--- src/rtl/ttrg_pkg.sv ---
// ----------------------------------------------------------------------------
// ttrg_pkg
// Shared widths, payload types and command codes of the tile rectangle
// generator.
// ----------------------------------------------------------------------------
package ttrg_pkg;

  localparam int unsigned COORD_W    = 13;
  localparam int unsigned DCOORD_W   = COORD_W + 1;
  localparam int unsigned PAT_W      = 12;
  localparam int unsigned SCALE_W    = 12;
  localparam int unsigned SFRAC_W    = 8;
  localparam int unsigned SRC_FRAC_W = 8;
  localparam int unsigned SRC_W      = 20;
  localparam int unsigned TPX_W      = 16;
  localparam int unsigned PROD_W     = PAT_W + COORD_W;
  localparam int unsigned DIVN_W     = PROD_W + SRC_FRAC_W;
  localparam int unsigned DIV_STEPS  = SRC_W;
  localparam int unsigned DCNT_W     = $clog2(DIV_STEPS + 1);

  localparam logic CMD_START = 1'b0;
  localparam logic CMD_NEXT  = 1'b1;

  typedef struct packed {
    logic                 command;
    logic [PAT_W-1:0]     pat_x;
    logic [PAT_W-1:0]     pat_y;
    logic [PAT_W-1:0]     pat_width;
    logic [PAT_W-1:0]     pat_height;
    logic [COORD_W-1:0]   area_x;
    logic [COORD_W-1:0]   area_y;
    logic [COORD_W-1:0]   area_width;
    logic [COORD_W-1:0]   area_height;
    logic [SCALE_W-1:0]   scale_q8;
    logic                 texture_ok;
  } ttrg_in_t;

  typedef struct packed {
    logic [PAT_W-1:0]     tile_src_x;
    logic [PAT_W-1:0]     tile_src_y;
    logic [SRC_W-1:0]     tile_src_width;
    logic [SRC_W-1:0]     tile_src_height;
    logic [DCOORD_W-1:0]  tile_x;
    logic [DCOORD_W-1:0]  tile_y;
    logic [COORD_W-1:0]   tile_width;
    logic [COORD_W-1:0]   tile_height;
    logic                 last_tile;
    logic                 nothing_drawn;
  } ttrg_out_t;

endpackage

--- src/rtl/ttrg_in_if.sv ---
// ----------------------------------------------------------------------------
// ttrg_in_if
// Request channel of the tile rectangle generator.
// ----------------------------------------------------------------------------
interface ttrg_in_if;
  import ttrg_pkg::*;

  logic     valid;
  logic     ready;
  ttrg_in_t data;

  modport source (output valid, output data, input ready);
  modport sink   (input valid, input data, output ready);
endinterface

--- src/rtl/ttrg_out_if.sv ---
// ----------------------------------------------------------------------------
// ttrg_out_if
// Result channel of the tile rectangle generator.
// ----------------------------------------------------------------------------
interface ttrg_out_if;
  import ttrg_pkg::*;

  logic      valid;
  logic      ready;
  ttrg_out_t data;

  modport source (output valid, output data, input ready);
  modport sink   (input valid, input data, output ready);
endinterface

--- src/rtl/ttrg_divider.sv ---
// ----------------------------------------------------------------------------
// ttrg_divider
// Restoring divider, one quotient bit per cycle: ({num, 8'b0}) / den.
// Quotient is known to fit in SRC_W bits.
// ----------------------------------------------------------------------------
module ttrg_divider (
  input  logic                         clk_i,
  input  logic                         rst_ni,
  input  logic                         start_i,
  input  logic [ttrg_pkg::PROD_W-1:0]  num_i,
  input  logic [ttrg_pkg::TPX_W-1:0]   den_i,
  output logic                         done_o,
  output logic [ttrg_pkg::SRC_W-1:0]   quo_o
);
  import ttrg_pkg::*;

  logic [DIVN_W-1:0] dnum;
  logic [TPX_W-1:0]  rem_q;
  logic [SRC_W-1:0]  shf_q;
  logic [SRC_W-1:0]  quo_q;
  logic [TPX_W-1:0]  den_q;
  logic [DCNT_W-1:0] cnt_q;
  logic              busy_q;
  logic              done_q;
  logic [TPX_W:0]    trial;
  logic              ge;

  assign dnum  = {num_i, {SRC_FRAC_W{1'b0}}};
  assign trial = {rem_q, shf_q[SRC_W-1]};
  assign ge    = trial >= {1'b0, den_q};

  always_ff @(posedge clk_i or negedge rst_ni) begin
    if (!rst_ni) begin
      rem_q  <= '0;
      shf_q  <= '0;
      quo_q  <= '0;
      den_q  <= '0;
      cnt_q  <= '0;
      busy_q <= 1'b0;
      done_q <= 1'b0;
    end else begin
      done_q <= 1'b0;
      if (start_i) begin
        rem_q  <= TPX_W'(dnum[DIVN_W-1:SRC_W]);
        shf_q  <= dnum[SRC_W-1:0];
        den_q  <= den_i;
        quo_q  <= '0;
        cnt_q  <= DCNT_W'(DIV_STEPS);
        busy_q <= 1'b1;
      end else if (busy_q) begin
        rem_q <= ge ? TPX_W'(trial - {1'b0, den_q}) : TPX_W'(trial);
        shf_q <= {shf_q[SRC_W-2:0], 1'b0};
        quo_q <= {quo_q[SRC_W-2:0], ge};
        cnt_q <= cnt_q - DCNT_W'(1);
        if (cnt_q == DCNT_W'(1)) begin
          busy_q <= 1'b0;
          done_q <= 1'b1;
        end
      end
    end
  end

  assign done_o = done_q;
  assign quo_o  = quo_q;

endmodule

--- src/rtl/texture_tile_rect_generator_top.sv ---
// ----------------------------------------------------------------------------
// texture_tile_rect_generator_top
// Splits a destination area into tiles of the scaled pattern size, column by
// column, and returns one source/destination rectangle pair per request.
// ----------------------------------------------------------------------------
// Usage:
//   req_i carries requests. A start request loads the pattern, area, scale
//   and texture flag and returns the first tile; a next request returns the
//   following tile of the running job. rsp_o returns exactly one result per
//   request; nothing_drawn marks an invalid start or a next request with no
//   running job, and last_tile marks the final tile of a job.
//   One request is in work at a time; req_i.ready is high only when idle.
//   A start request first forms the tile width and height and checks the
//   job before it clips like a next request. Each clipped axis adds one
//   run of the 20-step serial divider. The shared 12x13 multiplier forms
//   the tile sizes and the clipped source products one after another.
//   The result sits in an output register; a new request is taken while it
//   waits, but the next result waits until the receiver takes the old one.
//   Reset clears the running job and empties the output register.
// ----------------------------------------------------------------------------
module texture_tile_rect_generator_top (
  input  logic   clk_i,
  input  logic   rst_ni,
  ttrg_in_if.sink    req_i,
  ttrg_out_if.source rsp_o
);
  import ttrg_pkg::*;

  typedef enum logic [2:0] {
    S_IDLE,
    S_TILE_W,
    S_TILE_H,
    S_CHECK,
    S_CLIP,
    S_DIV_GO,
    S_DIV,
    S_OUT
  } state_e;

  state_e             state_q;
  logic               axis_q;
  logic               job_active_q;
  logic               nothing_q;
  logic               tex_q;
  logic [SCALE_W-1:0] scale_q;
  logic [PAT_W-1:0]   pat_x_q, pat_y_q, pat_w_q, pat_h_q;
  logic [COORD_W-1:0] area_x_q, area_y_q, area_w_q, area_h_q;
  logic [TPX_W-1:0]   tile_w_q, tile_h_q;
  logic [COORD_W-1:0] col_q, row_q;
  logic [SRC_W-1:0]   sw_q, sh_q;
  logic [COORD_W-1:0] dw_q, dh_q;
  logic [PROD_W-1:0]  prod_q;
  logic               out_valid_q;
  ttrg_out_t          out_q;

  logic [PAT_W-1:0]   mul_a;
  logic [COORD_W-1:0] mul_b;
  logic [PROD_W-1:0]  mul_p;
  logic [COORD_W-1:0] rem;
  logic [TPX_W-1:0]   tile_cur;
  logic [PAT_W-1:0]   pat_cur;
  logic               full;
  logic               invalid;
  logic [TPX_W:0]     next_row, next_col;
  logic               row_end, col_end, last;
  logic               out_free;
  logic               div_start, div_done;
  logic [SRC_W-1:0]   div_quo;
  ttrg_out_t          res;

  assign rem      = axis_q ? (area_h_q - row_q) : (area_w_q - col_q);
  assign tile_cur = axis_q ? tile_h_q : tile_w_q;
  assign pat_cur  = axis_q ? pat_h_q : pat_w_q;
  assign full     = TPX_W'(rem) >= tile_cur;

  always_comb begin
    case (state_q)
      S_TILE_W: begin
        mul_a = pat_w_q;
        mul_b = COORD_W'(scale_q);
      end
      S_TILE_H: begin
        mul_a = pat_h_q;
        mul_b = COORD_W'(scale_q);
      end
      default: begin
        mul_a = pat_cur;
        mul_b = rem;
      end
    endcase
  end

  assign mul_p = PROD_W'(mul_a) * PROD_W'(mul_b);

  assign invalid = !tex_q || (scale_q == '0) || (pat_w_q == '0) || (pat_h_q == '0) ||
                   (area_w_q == '0) || (area_h_q == '0) ||
                   (tile_w_q == '0) || (tile_h_q == '0);

  assign next_row = (TPX_W+1)'(row_q) + (TPX_W+1)'(tile_h_q);
  assign next_col = (TPX_W+1)'(col_q) + (TPX_W+1)'(tile_w_q);
  assign row_end  = next_row >= (TPX_W+1)'(area_h_q);
  assign col_end  = next_col >= (TPX_W+1)'(area_w_q);
  assign last     = row_end && col_end;

  assign out_free  = !out_valid_q || rsp_o.ready;
  assign div_start = (state_q == S_DIV_GO);

  always_comb begin
    res = '0;
    if (nothing_q) begin
      res.nothing_drawn = 1'b1;
    end else begin
      res.tile_src_x      = pat_x_q;
      res.tile_src_y      = pat_y_q;
      res.tile_src_width  = sw_q;
      res.tile_src_height = sh_q;
      res.tile_x          = DCOORD_W'(area_x_q) + DCOORD_W'(col_q);
      res.tile_y          = DCOORD_W'(area_y_q) + DCOORD_W'(row_q);
      res.tile_width      = dw_q;
      res.tile_height     = dh_q;
      res.last_tile       = last;
    end
  end

  ttrg_divider u_div (
    .clk_i   (clk_i),
    .rst_ni  (rst_ni),
    .start_i (div_start),
    .num_i   (prod_q),
    .den_i   (tile_cur),
    .done_o  (div_done),
    .quo_o   (div_quo)
  );

  always_ff @(posedge clk_i or negedge rst_ni) begin
    if (!rst_ni) begin
      state_q      <= S_IDLE;
      axis_q       <= 1'b0;
      job_active_q <= 1'b0;
      nothing_q    <= 1'b0;
      tex_q        <= 1'b0;
      scale_q      <= '0;
      pat_x_q      <= '0;
      pat_y_q      <= '0;
      pat_w_q      <= '0;
      pat_h_q      <= '0;
      area_x_q     <= '0;
      area_y_q     <= '0;
      area_w_q     <= '0;
      area_h_q     <= '0;
      tile_w_q     <= '0;
      tile_h_q     <= '0;
      col_q        <= '0;
      row_q        <= '0;
      sw_q         <= '0;
      sh_q         <= '0;
      dw_q         <= '0;
      dh_q         <= '0;
      prod_q       <= '0;
      out_valid_q  <= 1'b0;
      out_q        <= '0;
    end else begin
      if (state_q == S_OUT && out_free) begin
        out_valid_q <= 1'b1;
        out_q       <= res;
      end else if (rsp_o.ready) begin
        out_valid_q <= 1'b0;
      end

      case (state_q)
        S_IDLE: begin
          if (req_i.valid) begin
            axis_q    <= 1'b0;
            nothing_q <= 1'b0;
            if (req_i.data.command == CMD_START) begin
              tex_q    <= req_i.data.texture_ok;
              scale_q  <= req_i.data.scale_q8;
              pat_x_q  <= req_i.data.pat_x;
              pat_y_q  <= req_i.data.pat_y;
              pat_w_q  <= req_i.data.pat_width;
              pat_h_q  <= req_i.data.pat_height;
              area_x_q <= req_i.data.area_x;
              area_y_q <= req_i.data.area_y;
              area_w_q <= req_i.data.area_width;
              area_h_q <= req_i.data.area_height;
              state_q  <= S_TILE_W;
            end else if (job_active_q) begin
              state_q <= S_CLIP;
            end else begin
              nothing_q <= 1'b1;
              state_q   <= S_OUT;
            end
          end
        end
        S_TILE_W: begin
          tile_w_q <= mul_p[SFRAC_W +: TPX_W];
          state_q  <= S_TILE_H;
        end
        S_TILE_H: begin
          tile_h_q <= mul_p[SFRAC_W +: TPX_W];
          state_q  <= S_CHECK;
        end
        S_CHECK: begin
          col_q <= '0;
          row_q <= '0;
          if (invalid) begin
            job_active_q <= 1'b0;
            nothing_q    <= 1'b1;
            state_q      <= S_OUT;
          end else begin
            job_active_q <= 1'b1;
            state_q      <= S_CLIP;
          end
        end
        S_CLIP: begin
          prod_q <= mul_p;
          if (full) begin
            if (axis_q) begin
              sh_q    <= {pat_h_q, {SRC_FRAC_W{1'b0}}};
              dh_q    <= tile_h_q[COORD_W-1:0];
              state_q <= S_OUT;
            end else begin
              sw_q   <= {pat_w_q, {SRC_FRAC_W{1'b0}}};
              dw_q   <= tile_w_q[COORD_W-1:0];
              axis_q <= 1'b1;
            end
          end else begin
            if (axis_q) begin
              dh_q <= rem;
            end else begin
              dw_q <= rem;
            end
            state_q <= S_DIV_GO;
          end
        end
        S_DIV_GO: begin
          state_q <= S_DIV;
        end
        S_DIV: begin
          if (div_done) begin
            if (axis_q) begin
              sh_q    <= div_quo;
              state_q <= S_OUT;
            end else begin
              sw_q    <= div_quo;
              axis_q  <= 1'b1;
              state_q <= S_CLIP;
            end
          end
        end
        S_OUT: begin
          if (out_free) begin
            if (!nothing_q) begin
              if (last) begin
                job_active_q <= 1'b0;
                col_q        <= '0;
                row_q        <= '0;
              end else if (row_end) begin
                row_q <= '0;
                col_q <= next_col[COORD_W-1:0];
              end else begin
                row_q <= next_row[COORD_W-1:0];
              end
            end
            state_q <= S_IDLE;
          end
        end
        default: begin
          state_q <= S_IDLE;
        end
      endcase
    end
  end

  assign req_i.ready = (state_q == S_IDLE);
  assign rsp_o.valid = out_valid_q;
  assign rsp_o.data  = out_q;

endmodule

--- src/flat_wrapper.sv ---
// flat-port wrapper written by rule: the top's interface ports become plain ports
module texture_tile_rect_generator_top_flat import ttrg_pkg::*;
  (clk_i, rst_ni, req_i_valid, req_i_data, req_i_ready, rsp_o_valid, rsp_o_data, rsp_o_ready);
  ttrg_in_if req_i_i ();
  ttrg_out_if rsp_o_i ();
  input  logic clk_i;
  input  logic rst_ni;
  input wire logic [$bits(req_i_i.valid)-1:0] req_i_valid;
  input wire logic [$bits(req_i_i.data)-1:0] req_i_data;
  output wire logic [$bits(req_i_i.ready)-1:0] req_i_ready;
  output wire logic [$bits(rsp_o_i.valid)-1:0] rsp_o_valid;
  output wire logic [$bits(rsp_o_i.data)-1:0] rsp_o_data;
  input wire logic [$bits(rsp_o_i.ready)-1:0] rsp_o_ready;
  assign req_i_i.valid = req_i_valid;
  assign req_i_i.data = req_i_data;
  assign req_i_ready = req_i_i.ready;
  assign rsp_o_valid = rsp_o_i.valid;
  assign rsp_o_data = rsp_o_i.data;
  assign rsp_o_i.ready = rsp_o_ready;
  texture_tile_rect_generator_top u_core (.clk_i(clk_i), .rst_ni(rst_ni), .req_i(req_i_i), .rsp_o(rsp_o_i));
endmodule
--- config.mk ---
export PLATFORM = sky130hd
export DESIGN_NAME = texture_tile_rect_generator_top_flat
export DESIGN_NICKNAME = d
export VERILOG_FILES = /design/src/rtl/ttrg_pkg.sv /design/src/rtl/ttrg_in_if.sv /design/src/rtl/ttrg_out_if.sv /design/src/rtl/ttrg_divider.sv /design/src/rtl/texture_tile_rect_generator_top.sv /design/src/flat_wrapper.sv
export SDC_FILE = /design/constraint.sdc
export NUM_CORES = 1
export LEC_CHECK = 0
export BUFFER_PORTS_ARGS = -buffer_cell sky130_fd_sc_hd__clkbuf_2
export CAP_MARGIN = 20
export CORE_MARGIN = 1.5
export CORE_UTILIZATION = 45
export CTS_CLUSTER_SIZE = 20
export DETAILED_ROUTE_END_ITERATION = 12
export PLACE_DENSITY_LB_ADDON = 0.12
export SETUP_SLACK_MARGIN = 0.2
export SLEW_MARGIN = 20
export SYNTH_ARGS = -nofsm -noshare
export SYNTH_HDL_FRONTEND = slang
export SYNTH_HIERARCHICAL = 1
export SYNTH_SLANG_ARGS = --single-unit
--- constraint.sdc ---
create_clock -name clk_i -period 7.9 [get_ports clk_i]
set_clock_uncertainty 0.2 [all_clocks]
set_input_delay 1.185 -clock clk_i [delete_from_list [all_inputs] [get_ports clk_i]]
set_output_delay 1.185 -clock clk_i [all_outputs]
set_load 0.05 [all_outputs]
; ---- Word-level counts from Yosys, hierarchy flattened
; Cells that the tools add are included.
[classes]
addsub = 8
mux = 74
multipliers = 1
order_cmp = 4
bitwise_logic = 2
n_eq_ne = 21
n_reduce_logical = 38
[ops]
columns = op, n
row1 = $mux W20, 12
row2 = $mux W13, 16
row3 = $mux W119, 1
row4 = $pmux W20 S2, 2
row5 = $mux W16, 4
row6 = $pmux W13 S2, 2
row7 = $logic_not A12 Y1, 3
row8 = $add A13 B16 Y17, 2
row9 = $ge A17 B13 Y1, 2
row10 = $logic_not A16 Y1, 2
row11 = $add A13 B13 Y14, 2
row12 = $logic_not A13 Y1, 2
row13 = $sub A13 B13 Y13, 2
row14 = $mul A12 B13 Y25, 1
row15 = $pmux W12 S2, 1
row16 = $pmux W3 S8, 1
row17 = $mux W1, 20
row18 = $mux W3, 6
row19 = $ge A17 B16 Y1, 1
row20 = $ge A13 B16 Y1, 1
row21 = $reduce_and A4 Y1, 4
row22 = $sub A16 B16 Y16, 1
row23 = $eq A3 B3 Y1 const B, 4
row24 = $mux W12, 1
row25 = 23 further kinds, 55
[word_totals]
inputBits = 118
output_inout_bits = 122
elab_cells = 189
reg_bits = 468

; ---- Depth between registers and ports, before layout
[depth]
word_depth = 10
depth_mapped = 29
mapped_depth_nobuf = 29

; ---- Modules after synthesis
; The synthesis kept the hierarchy.
[by_module_without_submodules]
columns = mod, seq_area_each_um2, area_each_um2, instances, cells_each
row1 = texture_tile_rect_generator_top, 9734.3, 25039.0, 1, 2474
row2 = ttrg_divider, 1776.7, 3921.3, 1, 406

; ---- Least setup slack after synthesis
; Ideal clock, no wire load.
[synth_timing]
path_kind = register to register
from = register u_core.area_h_q[0]
to = register u_core.prod_q[22]
n_path_buf = 0
path_slack_ns = 0.856
path_stages_with_launch = 29
setup_time_ns = 0.134
t_required_ns = 7.566
period_less_slack_ns = 7.044
t_arrival_ns = 6.710
path_cell_list = dfrtp_1 -> inv_1 -> ha_1 -> fa_1 -> nor2b_1 -> o2111ai_1 -> nand3_1 -> a41oi_1 -> xor2_1 -> mux2i_1 -> mux2_2 -> nand2_1 -> fa_1 -> fa_1 -> inv_1 -> fa_1 -> fa_1 -> inv_1 -> fa_1 -> inv_1 -> ha_1 -> a21o_1 -> a21o_1 -> a211o_1 -> a21oi_1 -> o211ai_1 -> a31oi_1 -> xor2_1 -> o21ai_0
[synth_between]
elab_chain_len = 4
[synth_rtl]
columns = item, line_no
row1 = start: declaration, texture_tile_rect_generator_top.sv:47  ; logic [COORD_W-1:0] area_x_q, area_y_q, area_w_q, area_h_q;
row2 = start signal: assignment, texture_tile_rect_generator_top.sv:185  ; area_h_q <= req_i.data.area_height;
row3 = $sub A13 B13 Y13, texture_tile_rect_generator_top.sv:71  ; assign rem = axis_q ? (area_h_q - row_q) : (area_w_q - col_q);
row4 = $mux W13, texture_tile_rect_generator_top.sv:71
row5 = $mux W13, texture_tile_rect_generator_top.sv:77  ; case (state_q)
row6 = $mul A12 B13 Y25, texture_tile_rect_generator_top.sv:93  ; assign mul_p = PROD_W'(mul_a) * PROD_W'(mul_b);
row7 = end signal: assignment, texture_tile_rect_generator_top.sv:216  ; prod_q <= mul_p;
row8 = end: declaration, texture_tile_rect_generator_top.sv:52  ; logic [PROD_W-1:0] prod_q;
; No other way between the ends.
; A chain may end at the register's enable or synchronous reset.

; ---- Worst setup path after layout
[layout_timing]
from = register u_core.col_q[0]
to = register u_core.prod_q[22]
[layout_between]
elab_chain_len = 4
[layout_rtl]
columns = item, line_no
row1 = start: declaration, texture_tile_rect_generator_top.sv:49  ; logic [COORD_W-1:0] col_q, row_q;
row2 = start signal: assignment, texture_tile_rect_generator_top.sv:260  ; col_q <= next_col[COORD_W-1:0];
row3 = $sub A13 B13 Y13, texture_tile_rect_generator_top.sv:71
row4 = $mux W13, texture_tile_rect_generator_top.sv:71
row5 = $mux W13, texture_tile_rect_generator_top.sv:77
row6 = $mul A12 B13 Y25, texture_tile_rect_generator_top.sv:93
; No other way between the ends.

==> metrics.md <==
| Metric | Value |
|---|---|
| Outcome | `finished clean` |
| Area Overhead vs Synth | `14.65%` |
| Die width | `256.7 um` |
| WHS | `0.2698 ns` |
| Synth Flop Type | `dfrtp_1` |
| WHS Path Cells | `2` |
| R2R depth | `28` |
| DRC viols | `0` |
| Slowest cell on the critical path | `fa_1` |
| Num CTS Buffers | `53` |
| Register area share after synthesis | `39.75%` |
| Final Slew Violations | `0` |
| Max Freq | `134.3 MHz` |
| FF-to-FF End | `u_core/prod_q[22]$_DFFE_PN0P_` |
| Tightest Pin Transition | `1.055 ns` |
| Final WL | `84010 um` |
| DP Worst Slack | `0.1036 ns` |
| Largest net degree at the start of global routing | `156` |
| Post-synth EDFFs | `0` |
| Top cells by area, synth | `dfrtp_1 40%, ha_1 8.5%, fa_1 8.1%` |
| CP Class | `reg -> reg` |
| Post-synthesis cell count | `2880` |
| Count leader, synth | `dfrtp_1` |
| Startpoint of the worst hold path | `u_core/prod_q[1]$_DFFE_PN0P_` |
| Vias | `22330` |
| Post-synth ARST share | `100.0%` |
| # rows | `92` |
| Total of warnings raised by yosys | `6` |
| First-pass GRT wire length | `132200 um` |
| Clock sink count | `460` |
| Mean area per synthesized cell | `10.06 um^2` |
| FF+latch count, synth | `460` |
| Cell area after synthesis | `0.02896 mm^2` |
| GP Congestion | `0.9779` |
| Worst skew pair latency | `0.62 ns` |
| CTS Hold Bufs | `0` |
| Vias in the first global route | `22660` |
| Initial antenna violation count | `1` |
| CP dominant cell by count | `fa_1` |
| Post-synth top cells | `460 x dfrtp_1, 344 x nand2_1, 228 x inv_1` |
| HPWL Detailed | `64040 um` |
| CP max FO | `5` |
| Die Y | `256.7 um` |
| H-Tree Depth | `2` |
| DRT Pass-1 Iters | `5` |
| Worst Hold Endpoint | `u_core/prod_q[1]$_DFFE_PN0P_` |
| Critical path required time | `8.16 ns` |
| Initial Util | `45.74%` |
| Final hold violations | `0` |
| Setup tns final | `0 ns` |
| CP Launch Type | `flip-flop` |
| R2r startpoint | `u_core/col_q[0]$_DFFE_PN0P_` |
| Fin crit period | `7.445 ns` |
| Unique masters post-synth | `83` |
| Max_cap viols | `0` |
| Fillers | `5783` |
| Reg clk slew, reported paths | `0.06 ns` |
| Port Buffers | `239` |
| Relative slew slack | `29.69%` |
| CP Data Arrival Time | `7.70 ns` |
| Num ports | `240` |
| Initial DRC count | `1640` |
| # nets final | `3536` |
| Antenna viol nets, final | `0` |
| Final setup violation count | `0` |
| DR WL/cell | `21.04 um` |
| Cell accounting for the most synthesized area | `dfrtp_1` |
| GRT Util Overall | `25.46%` |
| Setup crit end kind | `flip-flop` |
| HP Class | `reg -> reg` |
| CTS tree | `built` |
| Max clock buf depth | `3` |
| Layout cells sized above 1 | `18.25%` |
| Fin area | `0.03320 mm^2` |
| Final worst path period share | `94.24%` |
| Area after DPL | `0.03112 mm^2` |
| Max incr delay on CP | `0.55 ns` |
| RSZ-0062 raised after global routing | `no` |
| Post-route setup slack | `0.4548 ns` |
| Vias per cell | `5.591` |
| Post-synth top area share | `39.75%` |
| Worst R2R Setup Slack | `0.45 ns` |
| Die area | `0.06589 mm^2` |
| Core footprint | `0.06331 mm^2` |
| CTS root buffer | `clkbuf_16` |
| Grt ovf | `0` |
| Post-synthesis net count | `3311` |
==> routing by layer <==
layer	wire, um	track usage (%)	part of all wire [%]	vias up
li1	-	-	-	10430
met1	36810	34.53	44	11180
met2	40690	42.66	48	587
met3	4215	3.321	5.0	131
met4	2287	7.320	2.7	0
met5	0	0	0	-
==> registers in the layout (all words and copies together), names as in the netlist, 13 cells and up <==
register and count:
u_core/rsp_o.data 120, u_core/prod_q 25, u_core/sh_q 20, u_core/sw_q 20, u_core/u_div/quo_o 20, u_core/tile_h_q 16
u_core/tile_w_q 16, u_core/u_div/den_q 16, u_core/u_div/rem_q 16, u_core/area_h_q 13, u_core/area_w_q 13, u_core/area_x_q 13
u_core/area_y_q 13, u_core/col_q 13, u_core/dh_q 13, u_core/dw_q 13, u_core/row_q 13
==> worst max-delay path: cells and delay by family, from the launching register on <==
kind	cells	cell delay [ns]
simple gates	3	0.41
buf+inv	4	0.34
flops	1	0.43
fa+ha+maj	8	3.40
compound gates	9	1.49
xor+xnor	2	0.44
mux	2	0.56
==> repair_timing <==
action                                  CTS  global route
setup buffers                             2            11
resized for setup                         3            35
endpoints found under the setup margin    7            28
pin swaps                                 1            12
==> placed cells by master, fill, tap and decap left out, drive strengths merged, types with 31 or more instances in the layout <==
master and instances:
xor2 45, nand2 344, mux2i 102, dfrtp 460, a22o 124, nand2b 36, xnor2 53, mux2 149
buf 68, nand3 42, nor3 31, clkbuf 311, a21o 45, nor2 192, fa 117, o21ai 199
ha 196, a21oi 101, inv 231
==> cell type report <==
class | count | area, um^2 | area share [%]
Timing Repair Buffer | 306 | 1734 | 5.223
Tap cell | 846 | 1059 | 3.188
Clock inverter | 23 | 245.2 | 0.7386
Multi-Input combinational cell | 2053 | 16230 | 48.88
Sequential cell | 460 | 11510 | 34.68
Clock buffer | 73 | 1553 | 4.677
Inverter | 231 | 867.1 | 2.612
Antenna cell | 1 | 2.502 | 0.007537
==> stage by stage <==
| stage | std cells | utilization, % |
|---|---|---|
| floorplan | 2880 | - |
| global placement | 3883 | 49.15 |
| detailed placement | 3883 | 49.15 |
| CTS | 3981 | 52.03 |
| global route | 3992 | 52.44 |
| finish | 3993 | 52.44 |
==> worst max path at each step <==
stage | from | to | slack (ns) | depth (start not counted)
after detailed placement | u_core/area_w_q[0]$_DFFE_PN0P_ | u_core/prod_q[22]$_DFFE_PN0P_ | 0.10 | 29
after floorplan | u_core/area_h_q[0]$_DFFE_PN0P_ | u_core/prod_q[22]$_DFFE_PN0P_ | 0.86 | 28
after global placement | u_core/area_w_q[0]$_DFFE_PN0P_ | u_core/prod_q[22]$_DFFE_PN0P_ | 0.33 | 29
after global routing | u_core/col_q[4]$_DFFE_PN0P_ | u_core/prod_q[22]$_DFFE_PN0P_ | 0.17 | 29
final | u_core/col_q[0]$_DFFE_PN0P_ | u_core/prod_q[22]$_DFFE_PN0P_ | 0.45 | 28
after CTS | u_core/col_q[4]$_DFFE_PN0P_ | u_core/prod_q[22]$_DFFE_PN0P_ | 0.20 | 28
==> logic make-up (layout without fill, tap and decap cells) <==
group / Yosys count / in the layout / synth area share (%)
compound gates: 610 / 610 / 14.24
xor+xnor: 98 / 98 / 2.964
fa+ha+maj: 313 / 313 / 16.56
buf+inv: 367 / 633 / 4.977
flops: 460 / 460 / 39.75
mux: 251 / 251 / 9.319
other cells: 0 / 1 / 0
simple gates: 781 / 781 / 12.19
Power is not shown: default switching activity piles up to over one toggle a cycle in this logic, so the estimate is an artifact.
